`config.mk`:
```
export PLATFORM = sky130hd
export DESIGN_NAME = slcg_ctrl
export DESIGN_NICKNAME = d
export VERILOG_FILES = /design/src/design/slcg_pkg.sv /design/src/design/slcg_ctrl.sv
export SDC_FILE = /design/constraint.sdc
export NUM_CORES = 1
export LEC_CHECK = 0
export ABC_AREA = 1
export BUFFER_PORTS_ARGS = -buffer_cell sky130_fd_sc_hd__buf_2
export CAP_MARGIN = 20
export CORE_AREA = 3 3 54 56
export CTS_BUF_LIST = sky130_fd_sc_hd__clkbuf_4 sky130_fd_sc_hd__clkbuf_8
export DETAILED_ROUTE_END_ITERATION = 10
export DIE_AREA = 0 0 57 59
export REMOVE_ABC_BUFFERS = 1
export SYNTH_ARGS = -nofsm -noshare
export SYNTH_HDL_FRONTEND = slang
export SYNTH_SLANG_ARGS = --single-unit
```
`constraint.sdc`:
```
create_clock -name i_clk -period 1.41 [get_ports i_clk]
set_input_delay 0.2115 -clock i_clk [delete_from_list [all_inputs] [get_ports i_clk]]
set_output_delay 0.2115 -clock i_clk [all_outputs]
set_load 0.005 [all_outputs]
```
`src/design/slcg_pkg.sv`:
```
package slcg_pkg;

    localparam int VAL_W     = 31;
    localparam int SEED_W    = 32;
    localparam int CFG_IDX_W = 3;

    localparam logic [CFG_IDX_W-1:0] CFG_MULTIPLIER = 3'd0;
    localparam logic [CFG_IDX_W-1:0] CFG_QUOTIENT   = 3'd1;
    localparam logic [CFG_IDX_W-1:0] CFG_REMAINDER  = 3'd2;
    localparam logic [CFG_IDX_W-1:0] CFG_MODULUS    = 3'd3;

    localparam logic [VAL_W-1:0] RST_MULTIPLIER = 31'd16807;
    localparam logic [VAL_W-1:0] RST_QUOTIENT   = 31'd127773;
    localparam logic [VAL_W-1:0] RST_REMAINDER  = 31'd2836;
    localparam logic [VAL_W-1:0] RST_MODULUS    = 31'd2147483647;

    localparam logic CMD_SEED = 1'b0;
    localparam logic CMD_DRAW = 1'b1;

    localparam int WARMUP_STEPS = 40;
    localparam int STEP_W       = $clog2(WARMUP_STEPS);
    localparam int DIV_STEPS    = SEED_W;
    localparam int DIV_CNT_W    = $clog2(DIV_STEPS);

    // table index is last_output / (2^26 + 1)
    localparam int IDX_SHIFT = 26;
    localparam int IDX_W     = VAL_W - IDX_SHIFT;

    localparam int PA_W   = 2 * VAL_W;
    localparam int PR_W   = VAL_W + SEED_W;
    localparam int DIFF_W = 64;

    typedef struct packed {
        logic              load_seed;
        logic              load_draw;
        logic              div_step;
        logic              mul;
        logic              sub;
        logic              fin_seed;
        logic              fin_draw;
        logic              set_last;
        logic              wr_en;
        logic [STEP_W-1:0] step;
    } t_dp_cmd;

    typedef struct packed {
        logic out_blocked;
    } t_dp_status;

endpackage

```
`src/design/slcg_ctrl.sv`:
```
module slcg_ctrl #(
    parameter int TABLE_DEPTH = 32
) (
    input  logic                    i_clk,
    input  logic                    i_rst_n,
    input  logic                    i_valid,
    input  logic                    i_command,
    output logic                    o_stall,
    input  slcg_pkg::t_dp_status    i_status,
    output slcg_pkg::t_dp_cmd       o_cmd
);

    import slcg_pkg::*;

    typedef enum logic [4:0] {
        S_IDLE = 5'b00001,
        S_DIV  = 5'b00010,
        S_MUL  = 5'b00100,
        S_SUB  = 5'b01000,
        S_FIX  = 5'b10000
    } t_state;

    t_state               r_state, n_state;
    logic                 r_draw, n_draw;
    logic [STEP_W-1:0]    r_step, n_step;
    logic [DIV_CNT_W-1:0] r_div_cnt, n_div_cnt;

    always_comb begin
        n_state   = r_state;
        n_draw    = r_draw;
        n_step    = r_step;
        n_div_cnt = r_div_cnt;
        o_cmd     = '0;
        o_cmd.step = r_step;
        unique case (r_state)
            S_IDLE: begin
                if (i_valid) begin
                    n_draw    = (i_command == CMD_DRAW);
                    n_step    = STEP_W'(WARMUP_STEPS - 1);
                    n_div_cnt = '0;
                    n_state   = S_DIV;
                    if (i_command == CMD_DRAW) begin
                        o_cmd.load_draw = 1'b1;
                    end else begin
                        o_cmd.load_seed = 1'b1;
                    end
                end
            end
            S_DIV: begin
                o_cmd.div_step = 1'b1;
                n_div_cnt      = r_div_cnt + 1'b1;
                if (r_div_cnt == DIV_CNT_W'(DIV_STEPS - 1)) begin
                    n_state = S_MUL;
                end
            end
            S_MUL: begin
                o_cmd.mul = 1'b1;
                n_state   = S_SUB;
            end
            S_SUB: begin
                o_cmd.sub = 1'b1;
                n_state   = S_FIX;
            end
            S_FIX: begin
                if (r_draw) begin
                    if (!i_status.out_blocked) begin
                        o_cmd.fin_draw = 1'b1;
                        n_state        = S_IDLE;
                    end
                end else begin
                    o_cmd.fin_seed = 1'b1;
                    o_cmd.wr_en    = (r_step < STEP_W'(TABLE_DEPTH));
                    if (r_step == '0) begin
                        o_cmd.set_last = 1'b1;
                        n_state        = S_IDLE;
                    end else begin
                        n_step    = r_step - 1'b1;
                        n_div_cnt = '0;
                        n_state   = S_DIV;
                    end
                end
            end
            default: begin
                n_state = S_IDLE;
            end
        endcase
    end

    always_ff @(posedge i_clk) begin
        if (!i_rst_n) begin
            r_state <= S_IDLE;
        end else begin
            r_state <= n_state;
        end
    end

    always_ff @(posedge i_clk) begin
        r_draw    <= n_draw;
        r_step    <= n_step;
        r_div_cnt <= n_div_cnt;
    end

    assign o_stall = (r_state != S_IDLE);

endmodule

```
Yosys cells after proc, flatten, opt, wreduce, memory -nomap -nowiden
Cells that the tools add are included.
- $add $sub $neg: 2
- $lt $le $gt $ge: 1
- eq/ne operators: 12
- mux-type cells: 27
- reduce and logical (&&, ||, !) cells: 7
- operators by type and width (operator ; number):
    2-to-1 mux 5 bit ; 7
    one-hot mux 5 bit (5 select lines) ; 1
    2-to-1 mux 6 bit ; 3
    one-hot mux 5 bit (3 select lines) ; 1
    one-hot mux 6 bit (2 select lines) ; 1
    equality test 5 bit (second input constant) ; 2
    2-to-1 mux 1 bit ; 9
    2-to-1 mux 2 bit ; 4
    inequality test 2 bit (second input constant) ; 4
    AND reduction 4 bit ; 2
    zero test 6 bit ; 1
    < comparator 6 bit (second input constant) ; 1
    subtractor 6 x 1 -> 6 bit (second input constant) ; 1
    adder 5 x 1 -> 5 bit (second input constant) ; 1
    equality test 5 x 1 -> 1 bit (second input constant) ; 1
    equality test 5 x 2 -> 1 bit (second input constant) ; 1
    equality test 5 x 3 -> 1 bit (second input constant) ; 1
    equality test 5 x 4 -> 1 bit (second input constant) ; 1
    inequality test 5 x 1 -> 1 bit (second input constant) ; 1
    2-to-1 mux 4 bit ; 1
    inequality test 3 bit (second input constant) ; 1
    AND reduction 3 bit ; 1
    nonzero test 3 bit ; 1
    AND reduction 2 bit ; 1
    nonzero test 2 bit ; 1
- register bits after elaboration: 17
- input port bits: 5
- output and inout port bits: 16

Longest topological paths before layout
Gate-level depths: netlist (run 1).
- word-level depth: 4
- gate-level depth with buffers: 10
- mapped depth without buffers: 10

Worst setup path before layout (run 1)
No wires, ideal clock.
- path kind: register to register
- from: register r_step[0]
- to: register r_div_cnt[0], enable pin
- data arrival time: 1.198 ns
- required time: 1.050 ns
- setup slack: -0.148 ns
- cell stages (with the launch flop): 8
- path buffers: 0
- period minus slack after synthesis: 1.558 ns
- cell sequence: edfxtp_1 -> inv_1 -> ha_1 -> inv_1 -> nor3_1 -> nand2_1 -> nand2_2 -> a31oi_1
- word-level cells in the longest chain between the ends: 3
- ends and longest elaborated chain (item ; line ; source):
    from (decl) ; slcg_ctrl.sv:25 ; logic [STEP_W-1:0] r_step, n_step;
    from (signal assigned) ; slcg_ctrl.sv:99 ; r_step <= n_step;
    zero test 6 bit ; slcg_ctrl.sv:73 ; if (r_step == '0) begin
    inequality test 2 bit (no source line) ; -- ;
    AND reduction 4 bit (no source line) ; -- ;
    to (signal assigned) ; slcg_ctrl.sv:100 ; r_div_cnt <= n_div_cnt;
    to (decl) ; slcg_ctrl.sv:26 ; logic [DIV_CNT_W-1:0] r_div_cnt, n_div_cnt;
No other way between the ends.
A chain may end at the register's enable or synchronous reset.

==> results.yml, run 1 <==
synth:
  synth_edf_count: 12
  synth_top_area_share_pct: 36.6
  ys.flop_type: "edfxtp_1"
  syn_area_per_cell_um2: 8.13
  synth.area.top_cells: "edfxtp_1 (37%), dfxtp_1 (10%), inv_1 (8.8%)"
  ys_seq_area_share_pct: 46.8
  netlist_instances: 121
  ys_seq_elements: 17
  ys_types: 25
  synth_warnings: 0
  synth_area_um2: 983
  async_reset_ff_share_pct: 0
  synth_top_cell_by_area: "edfxtp_1"
drt:
  wirelength_um: 2830
  vias_per_cell: 4.80
  first_iter_violations: 22
  drc_errors: 0
  ant_nets: 0
  drt_pass1_iterations: 4
  vias: 1033
  wl_per_cell_um: 13.2
pwr:
  p_sw_share_pct: 36.7
  p_per_area_nw_per_um2: 1190
  p_switching_uw: 761
  peakVddDrop_mv: 0.884
  leakage_nw: 0.795
  p_seq_share_pct: 37.5
  p_int_mw: 1.31
  p_clk_share_pct: 13.7
  report.power.total_mw: 2.07
  p_comb_share_pct: 48.8
floorplanning:
  initial_core_util_pct: 39.7
  die-area_um2: 3360
  fp.dieW_um: 57
  die_y_um: 59
  ioPinCount: 21
  rows: 18
  core_area_um2: 2480
global_route:
  first_global_vias: 1053
  antenna_found_initial: 0
  grt.busiest_layer: "met2"
  use_met1_pct: 21.2
  grt_pass1_wl_um: 4490
  grt_start_max_net_pins: 10
  use_met3_pct: 2.83
  use_met2_pct: 30.2
  grt_overflow: 0
  gr-usage-all-layers_pct: 17.4
timing:
  setup-violations-final: 23
  relSlewSlack_pct: 80.7
  hold_viol: 0
  worst_slew_pin_slew_ns: 0.290
  rsz0062_at_grt: "true"
  max_freq_mhz: 572
  worst_slack_ns: -0.340
  fin_crit_ns: 1.75
  fin_skew_ns: 0.00217
  finalCritPeriodShare_pct: 124
  slew_viol_final: 0
layout:
  area_growth_syn_to_layout_pct: 76.8
  layout_common_cells: "buf_4 (24), buf_6 (19), buf_2 (18)"
  utilization_pct: 70.2
  register_area_um2: 472
  drive_gt1_share_pct: 64.9
  nNetsFinal: 194
  multiInputGateArea_um2: 614
  num_antenna_cells: 0
  fillerInstances: 192
  instances_no_fill: 215
  layout_commonest_cell: "buf_4"
worst_setup_path:
  cp_max_fo: 2
  critical_path.top_delay_family: "simple AND/OR/NAND/NOR gates"
  cp-end-kind: "output pin"
  worstPathCellList: "inv_2 > ha_4 > inv_4 > nor3_4 > nand2_1 > nor4_1 > buf_2"
  slowest_stage: "edfxtp_1"
  required_ns: 1.20
  critPathArrivalTime_ns: 1.54
  path_class: "register to output pin"
  slowest_delay_ns: 0.41
  start_kind: "register"
  critPathBufInv: 3
placed_design:
  numPortBuffers: 20
  place.gp.congestion: 0.776
  numPlacedInstances: 190
  hpwlAfterDp_um: 1740
  place_ws_ns: -0.288
clock_tree:
  clk_pin_slew_ns: 0.10
  cts_sinks: 17
  cts_buffers: 3
  cts_buffer_depth: 2
  clockRootBuffer: "clkbuf_4"
  htreeDepth: 1
  cts_tree: "yes"
  clock_latency_ns: 0.29
  hold_buffers: 0
flow_run:
  drv_cap: 0
run_status:
  status: "finished, violations left"
  failed_checks: "setup timing"
min_path:
  hp-class: "input port to register"
[power groups by stage]
stage | registers (mW) | clock network, mW | logic (mW)
6_report | 0.778 | 0.285 | 1.01
4_1_cts | 0.766 | 0.296 | 0.871
3_3_place_gp | 0.758 | 0 | 0.591
3_5_place_dp | 0.762 | 0 | 0.609
5_1_grt | 0.787 | 0.324 | 1.10
2_1_floorplan | 0.765 | 0 | 0.334
[flip-flops by register name (all words and copies together) (netlist names)]
register   cells
r_div_cnt      5
r_draw         1
r_state        5
r_step         6
[layer usage]
| metal | routed length [um] | vias to the layer above |
|---|---|---|
| met4 | 36 | 0 |
| met3 | 141 | 6 |
| met1 | 1220 | 474 |
| met2 | 1430 | 38 |
| met5 | 0 | - |
| li1 | - | 515 |
[through the flow]
| step | instance area, um^2 | hold WS, ns | setup TNS, ns |
|---|---|---|---|
| after floorplan | 976 | 0.310 | -1.32 |
| after global placement | 1260 | 0.420 | -1.87 |
| after detailed placement | 1260 | 0.422 | -2.87 |
| after CTS | 1590 | 0.122 | -3.06 |
| after global routing | 1740 | 0.131 | -5.74 |
| final | 1740 | 0.153 | -3.37 |
[synth_stat cells (2+ instances only)]
cell type / instances
nor3_1: 3
ha_1: 3
nor2_1: 17
a21oi_1: 5
nor3b_1: 2
nand2_1: 19
o21ai_0: 3
edfxtp_1: 12
nand3_1: 8
nor2_2: 2
inv_1: 23
dfxtp_1: 5
nand2_2: 6
or2_2: 2
[cells by family (layout without fill, tap and decap cells)]
kind of cell             after synthesis  after routing  synth area share, %
adder cells (fa/ha/maj)                3              3                 3.82
buffers and inverters                 26             90                 10.6
AND/OR/NAND/NOR                       64             64                 32.7
flip-flops                            17             17                 46.8
AO/OA/AOI/OAI                         11             11                 6.11
[worst paths after layout]
kind,slack (ns),to,start,cells after the start
worst max-delay path,-0.34,o_cmd[7],r_step[0],7
worst min register to register,0.66,r_div_cnt[3],r_div_cnt[3],2
worst max register to register,-0.24,r_step[4],r_step[0],9
worst min-delay path,0.15,r_draw,i_command,1
[worst register-to-register path, cell delays in order, from the launching register on]
cell      delay (ns)
edfxtp_1        0.41
inv_2           0.10
ha_4            0.14
inv_4           0.04
buf_4           0.12
buf_6           0.11
buf_6           0.10
or2_4           0.23
o21ai_2         0.10
a21oi_1         0.06
[cell type report]
class	instances	area share, %
Multi-Input combinational cell	78	35.3
Clock buffer	4	1.73
Tap cell	30	2.16
Sequential cell	17	27.1
Inverter	25	5.83
Timing Repair Buffer	61	27.8
[what timing repair did]
item | in CTS | in global routing
cloned | 0 | 0
pin swaps | 8 | 10
buffers inserted | 17 | 6
gates resized for setup | 44 | 37
endpoints found under the setup margin | 24 | 31
Power figures use the tool's default switching activity.
==> run 2: changes to the inputs <==
CORE_AREA = 3 3 57 54   (was 3 3 54 56)
DIE_AREA = 0 0 60 57   (was 0 0 57 59)
REMOVE_ABC_BUFFERS = unset   (was 1)
SKIP_CTS_REPAIR_TIMING = 1   (was unset)
==> run 2 against run 1 <==
  * The flow still finishes with violations (setup timing)
  * Clock power is 2% lower
  * Worst setup slack better by 0.095 ns
  * Flip-flop and latch count stayed put
  * Die area increased by 1.7%
  * Cell area down 11%
  * Via count decreased by 8.7%
  * Global-route usage down 3.9 points
  * Critical endpoint unchanged
  * Core utilization down 7.2 points
  * Wire length decreased by 13%
  * Largest power group unchanged
  * Cell count decreased by 7.0%
==> results.yml, run 2 (synthesis results as in run 1) <==
run_status:
  status: "finished, violations left"
  failed_checks: "setup timing"
clock_tree:
  cts_sinks: 17
  clockRootBuffer: "clkbuf_4"
  cts_buffers: 3
  cts_tree: "yes"
  clk_pin_slew_ns: 0.10
  clock_latency_ns: 0.29
  htreeDepth: 1
  cts_buffer_depth: 2
placed_design:
  place.gp.congestion: 0.774
  place_ws_ns: -0.0419
  numPortBuffers: 20
  hpwlAfterDp_um: 1640
global_route:
  grt_overflow: 0
  gr-usage-all-layers_pct: 13.4
  grt_start_max_net_pins: 10
  first_global_vias: 844
  grt_pass1_wl_um: 3550
  antenna_found_initial: 0
floorplanning:
  die-area_um2: 3420
  rows: 17
  core_area_um2: 2470
  fp.dieW_um: 60
  initial_core_util_pct: 39.9
  ioPinCount: 21
  die_y_um: 57
layout:
  multiInputGateArea_um2: 573
  top_register: "r_step"
  drive_gt1_share_pct: 58.7
  num_antenna_cells: 0
  nNetsFinal: 181
  layout_commonest_cell: "buf_4"
  largest_reg_flops: 6
  fillerInstances: 204
  area_growth_syn_to_layout_pct: 58.0
  layout_common_cells: "buf_4 (21), buf_2 (19), inv_1 (16), nand2_1 (16), nor2_1 (15)"
  top_regs: "r_step x6, r_div_cnt x5, r_state x5"
  register_area_um2: 472
worst_setup_path:
  cp_max_fo: 3
  rr_worst_depth: 7
  reg2reg_to: "r_step[5]"
  required_ns: 1.20
  critPathArrivalTime_ns: 1.44
  start_kind: "register"
  path_class: "register to output pin"
  reg2reg_from: "r_state[3]"
  reg2reg_slack_ns: -0.12
  cp-end-kind: "output pin"
drt:
  first_iter_violations: 56
  ant_nets: 0
  drt_pass1_iterations: 4
  drc_errors: 0
  vias_per_cell: 4.72
  wl_per_cell_um: 12.3
  wirelength_um: 2470
  vias: 943
pwr:
  p_per_area_nw_per_um2: 1230
  peakVddDrop_mv: 0.842
  report.power.total_mw: 1.91
  leakage_nw: 0.721
flow_run:
  drv_cap: 0
timing:
  fin_skew_ns: 0.00579
  worst_slew_pin_slew_ns: 0.249
  finalCritPeriodShare_pct: 117
  setup-violations-final: 23
  hold_viol: 0
  slew_viol_final: 0
  max_freq_mhz: 604
  fin_crit_ns: 1.65
  worst_slack_ns: -0.244
  rsz0062_at_grt: "true"
  relSlewSlack_pct: 83.3
min_path:
  worstHoldStart: "i_command"
  hold_end: "r_draw"
  hp-class: "input port to register"
  min_path_cells: 1
synth:
  synth_nets: 129
run 2: cell types whose count changed in the layout (fill, tap and decap cells not counted), moves of 2 or more:
| cell | change |
|---|---|
| buf_4 | -3 |
| nand3_1 | +2 |
| nand2_2 | -4 |
| buf_6 | -11 |
| nand3_2 | -2 |
| nor2_4 | -3 |
| or2_2 | +2 |
| nor2_1 | +3 |
| nand2_1 | +3 |
| or2_4 | -2 |
run 2: routing by layer:
metal / track usage [%] / wire, um / vias to the layer above / share of wire, %
met5: 0 / 0 / - / 0
met4: 5.70 / 20 / 0 / 0.81
met3: 2.26 / 95 / 4 / 3.8
met2: 19.9 / 1200 / 26 / 49
met1: 19.1 / 1150 / 425 / 47
li1: - / - / 488 / -
run 2: area by class of cell:
class,count,share of cell area (%)
sequential,17,30.4
inverter,25,6.52
clock buffer,4,1.93
tap,28,2.25
multi-input combinational,78,36.9
timing repair buffer,48,22.1
run 2: through the flow:
| stage | utilization [%] | instance area [um^2] | hold slack, ns | std cells | TNS (ns) |
|---|---|---|---|---|---|
| 2_1_floorplan | - | 1020 | 0.310 | 121 | -0.0778 |
| 3_3_place_gp | 50.4 | 1240 | 0.411 | 181 | -0.0132 |
| 3_5_place_dp | 50.4 | 1240 | 0.420 | 181 | -0.379 |
| 4_1_cts | 51.6 | 1270 | 0.108 | 185 | -1.94 |
| 5_1_grt | 63.0 | 1550 | 0.118 | 200 | -4.53 |
| 6_report | 63.0 | 1550 | 0.131 | 200 | -2.34 |
run 2: worst max path at each step:
stage	start	endpoint	slack, ns
final	r_step[0]	o_cmd[7]	-0.24
after global routing	r_step[1]	o_cmd[7]	-0.34
after CTS	r_step[0]	o_cmd[7]	-0.34
after detailed placement	r_step[0]	r_step[1]	-0.04
after global placement	r_state[0]	r_div_cnt[4]	-0.003
after floorplan	r_step[0]	r_step[0]	-0.01
run 2: worst max-delay path: stages (launching register included):
cell      delay, ns
edfxtp_1       0.41
inv_2          0.10
ha_4           0.14
inv_4          0.04
nor3_4         0.13
nand2_2        0.08
nor4_2         0.12
buf_2          0.15
run 2: where the power goes:
group	switching, mW	total [mW]	internal [mW]	leakage, nW
logic	0.445	0.845	0.401	0.554
registers	0.0901	0.788	0.697	0.149
clock network	0.150	0.279	0.129	0.0184
==> run 3: changes to the inputs <==
CORE_AREA = 3 3 54 51   (was 3 3 57 54)
DIE_AREA = 0 0 57 54   (was 0 0 60 57)
PLACE_DENSITY_LB_ADDON = 0.08   (was unset)
==> run 3 against run 2 <==
  * Total power down 2.0%
  * Combinational power fell by 3.6%
  * Critical path type unchanged
  * Largest cell class unchanged
  * The flow still finishes with violations (setup timing)
  * Clock power decreased by 4%
  * Wire length grew 0.12%
  * Sequential share of layout area is 0.12 points higher
  * Sequential power is essentially flat
  * Core utilization up 6.6 points
==> results.yml, run 3 (synthesis results as in run 1) <==
run_status:
  status: "finished, violations left"
  failed_checks: "setup timing"
layout:
  area_growth_syn_to_layout_pct: 55.7
  largest_reg_flops: 6
  multiInputGateArea_um2: 567
  drive_gt1_share_pct: 58.8
  instances_no_fill: 197
  num_antenna_cells: 0
  nNetsFinal: 179
  fillerInstances: 180
  top_regs: "r_step x6, r_div_cnt x5, r_state x5"
  register_area_um2: 467
  layout_common_cells: "buf_4 (20), buf_2 (19), inv_1 (16)"
  layout_commonest_cell: "buf_4"
  top_register: "r_step"
worst_setup_path:
  critPathArrivalTime_ns: 1.52
  crit_end: "o_cmd[7]"
  reg2reg_from: "r_step[0]"
  required_ns: 1.20
  cp-end-kind: "output pin"
  reg2reg_slack_ns: -0.19
  path_class: "register to output pin"
  reg2reg_to: "r_step[0]"
  cp_max_fo: 3
  startpoint: "r_step[0]"
  start_kind: "register"
  rr_worst_depth: 10
pwr:
  report.power.total_mw: 1.87
  leakage_nw: 0.711
  p_per_area_nw_per_um2: 1220
  peakVddDrop_mv: 1.02
placed_design:
  hpwlAfterDp_um: 1700
  place.gp.congestion: 0.811
  numPortBuffers: 20
  numPlacedInstances: 179
global_route:
  first_global_vias: 819
  grt_pass1_wl_um: 3630
  antenna_found_initial: 0
  gr-usage-all-layers_pct: 15.6
  grt_overflow: 0
  grt_start_max_net_pins: 11
timing:
  finalCritPeriodShare_pct: 123
  rsz0062_at_grt: "true"
  setup-violations-final: 25
  fin_skew_ns: 0.00739
  hold_viol: 0
  fin_crit_ns: 1.73
  slew_viol_final: 0
  fin_tns_setup_ns: -3.28
  relSlewSlack_pct: 81.2
  worst_slew_pin_slew_ns: 0.282
  worst_slack_ns: -0.319
  max_freq_mhz: 579
floorplanning:
  core_area_um2: 2200
  die_y_um: 54
  die-area_um2: 3080
  ioPinCount: 21
  initial_core_util_pct: 44.7
  rows: 16
  fp.dieW_um: 57
drt:
  wl_per_cell_um: 12.5
  vias: 945
  drt_pass1_iterations: 4
  ant_nets: 0
  wirelength_um: 2470
  first_iter_violations: 37
  drc_errors: 0
  vias_per_cell: 4.80
clock_tree:
  clk_pin_slew_ns: 0.11
  cts_sinks: 17
  clockRootBuffer: "clkbuf_4"
  cts_buffer_depth: 2
  cts_buffers: 3
  htreeDepth: 1
  cts_tree: "yes"
  clock_latency_ns: 0.29
flow_run:
  drv_cap: 0
synth:
  synth_nets: 129
min_path:
  hp-class: "input port to register"
[run 3: cell count changes in the layout (fill, tap and decap cells not counted), moves of 2 or more]
cell	previous run	this run
dfxtp_2	3	5
dfxtp_4	2	0
nand2_2	5	8
buf_6	8	6
nand2_4	4	2
[run 3: critical path: stages (launching register included)]
cell	delay, ns
edfxtp_1	0.42
inv_2	0.11
ha_4	0.14
inv_4	0.04
nor3_4	0.15
nand2_2	0.09
nor4_2	0.13
buf_2	0.15
[run 3: area by class of cell]
cell class                 instances  share of cell area (%)
clock buffer                       3                    1.47
clock inverter                     1                   0.327
tap                               27                    2.21
timing repair buffer              46                    21.7
sequential                        17                    30.5
inverter                          25                    6.78
multi-input combinational         78                    37.0
[run 3: through the flow]
stage | setup slack (ns) | hold slack [ns] | util (%) | instance area [um^2]
floorplan | -0.0130 | 0.310 | - | 1020
global placement | 0.0142 | 0.411 | 56.1 | 1230
detailed placement | -0.0415 | 0.418 | 56.1 | 1230
CTS | -0.335 | 0.109 | 57.3 | 1260
global route | -0.453 | 0.116 | 69.5 | 1530
finish | -0.319 | 0.131 | 69.5 | 1530
[run 3: metal layers]
metal,global-route usage (%),vias up,wire length [um]
li1,-,484,-
met5,0,-,0
met1,20.1,435,1070
met3,2.88,4,123
met2,26.4,22,1250
met4,5.79,0,22
[run 3: power by group]
part	switching [mW]	leakage [nW]	internal, mW
registers	0.0986	0.149	0.692
logic	0.438	0.544	0.377
clock network	0.164	0.0177	0.105
[run 3: worst min path at each step]
stage	end	slack, ns	cells past startpoint	start
2_1_floorplan	r_draw	0.31	0	i_command
3_3_place_gp	r_draw	0.41	1	i_command
3_5_place_dp	r_draw	0.42	1	i_command
4_1_cts	r_draw	0.11	1	i_command
5_1_grt	r_draw	0.12	1	i_command
6_report	r_draw	0.13	1	i_command
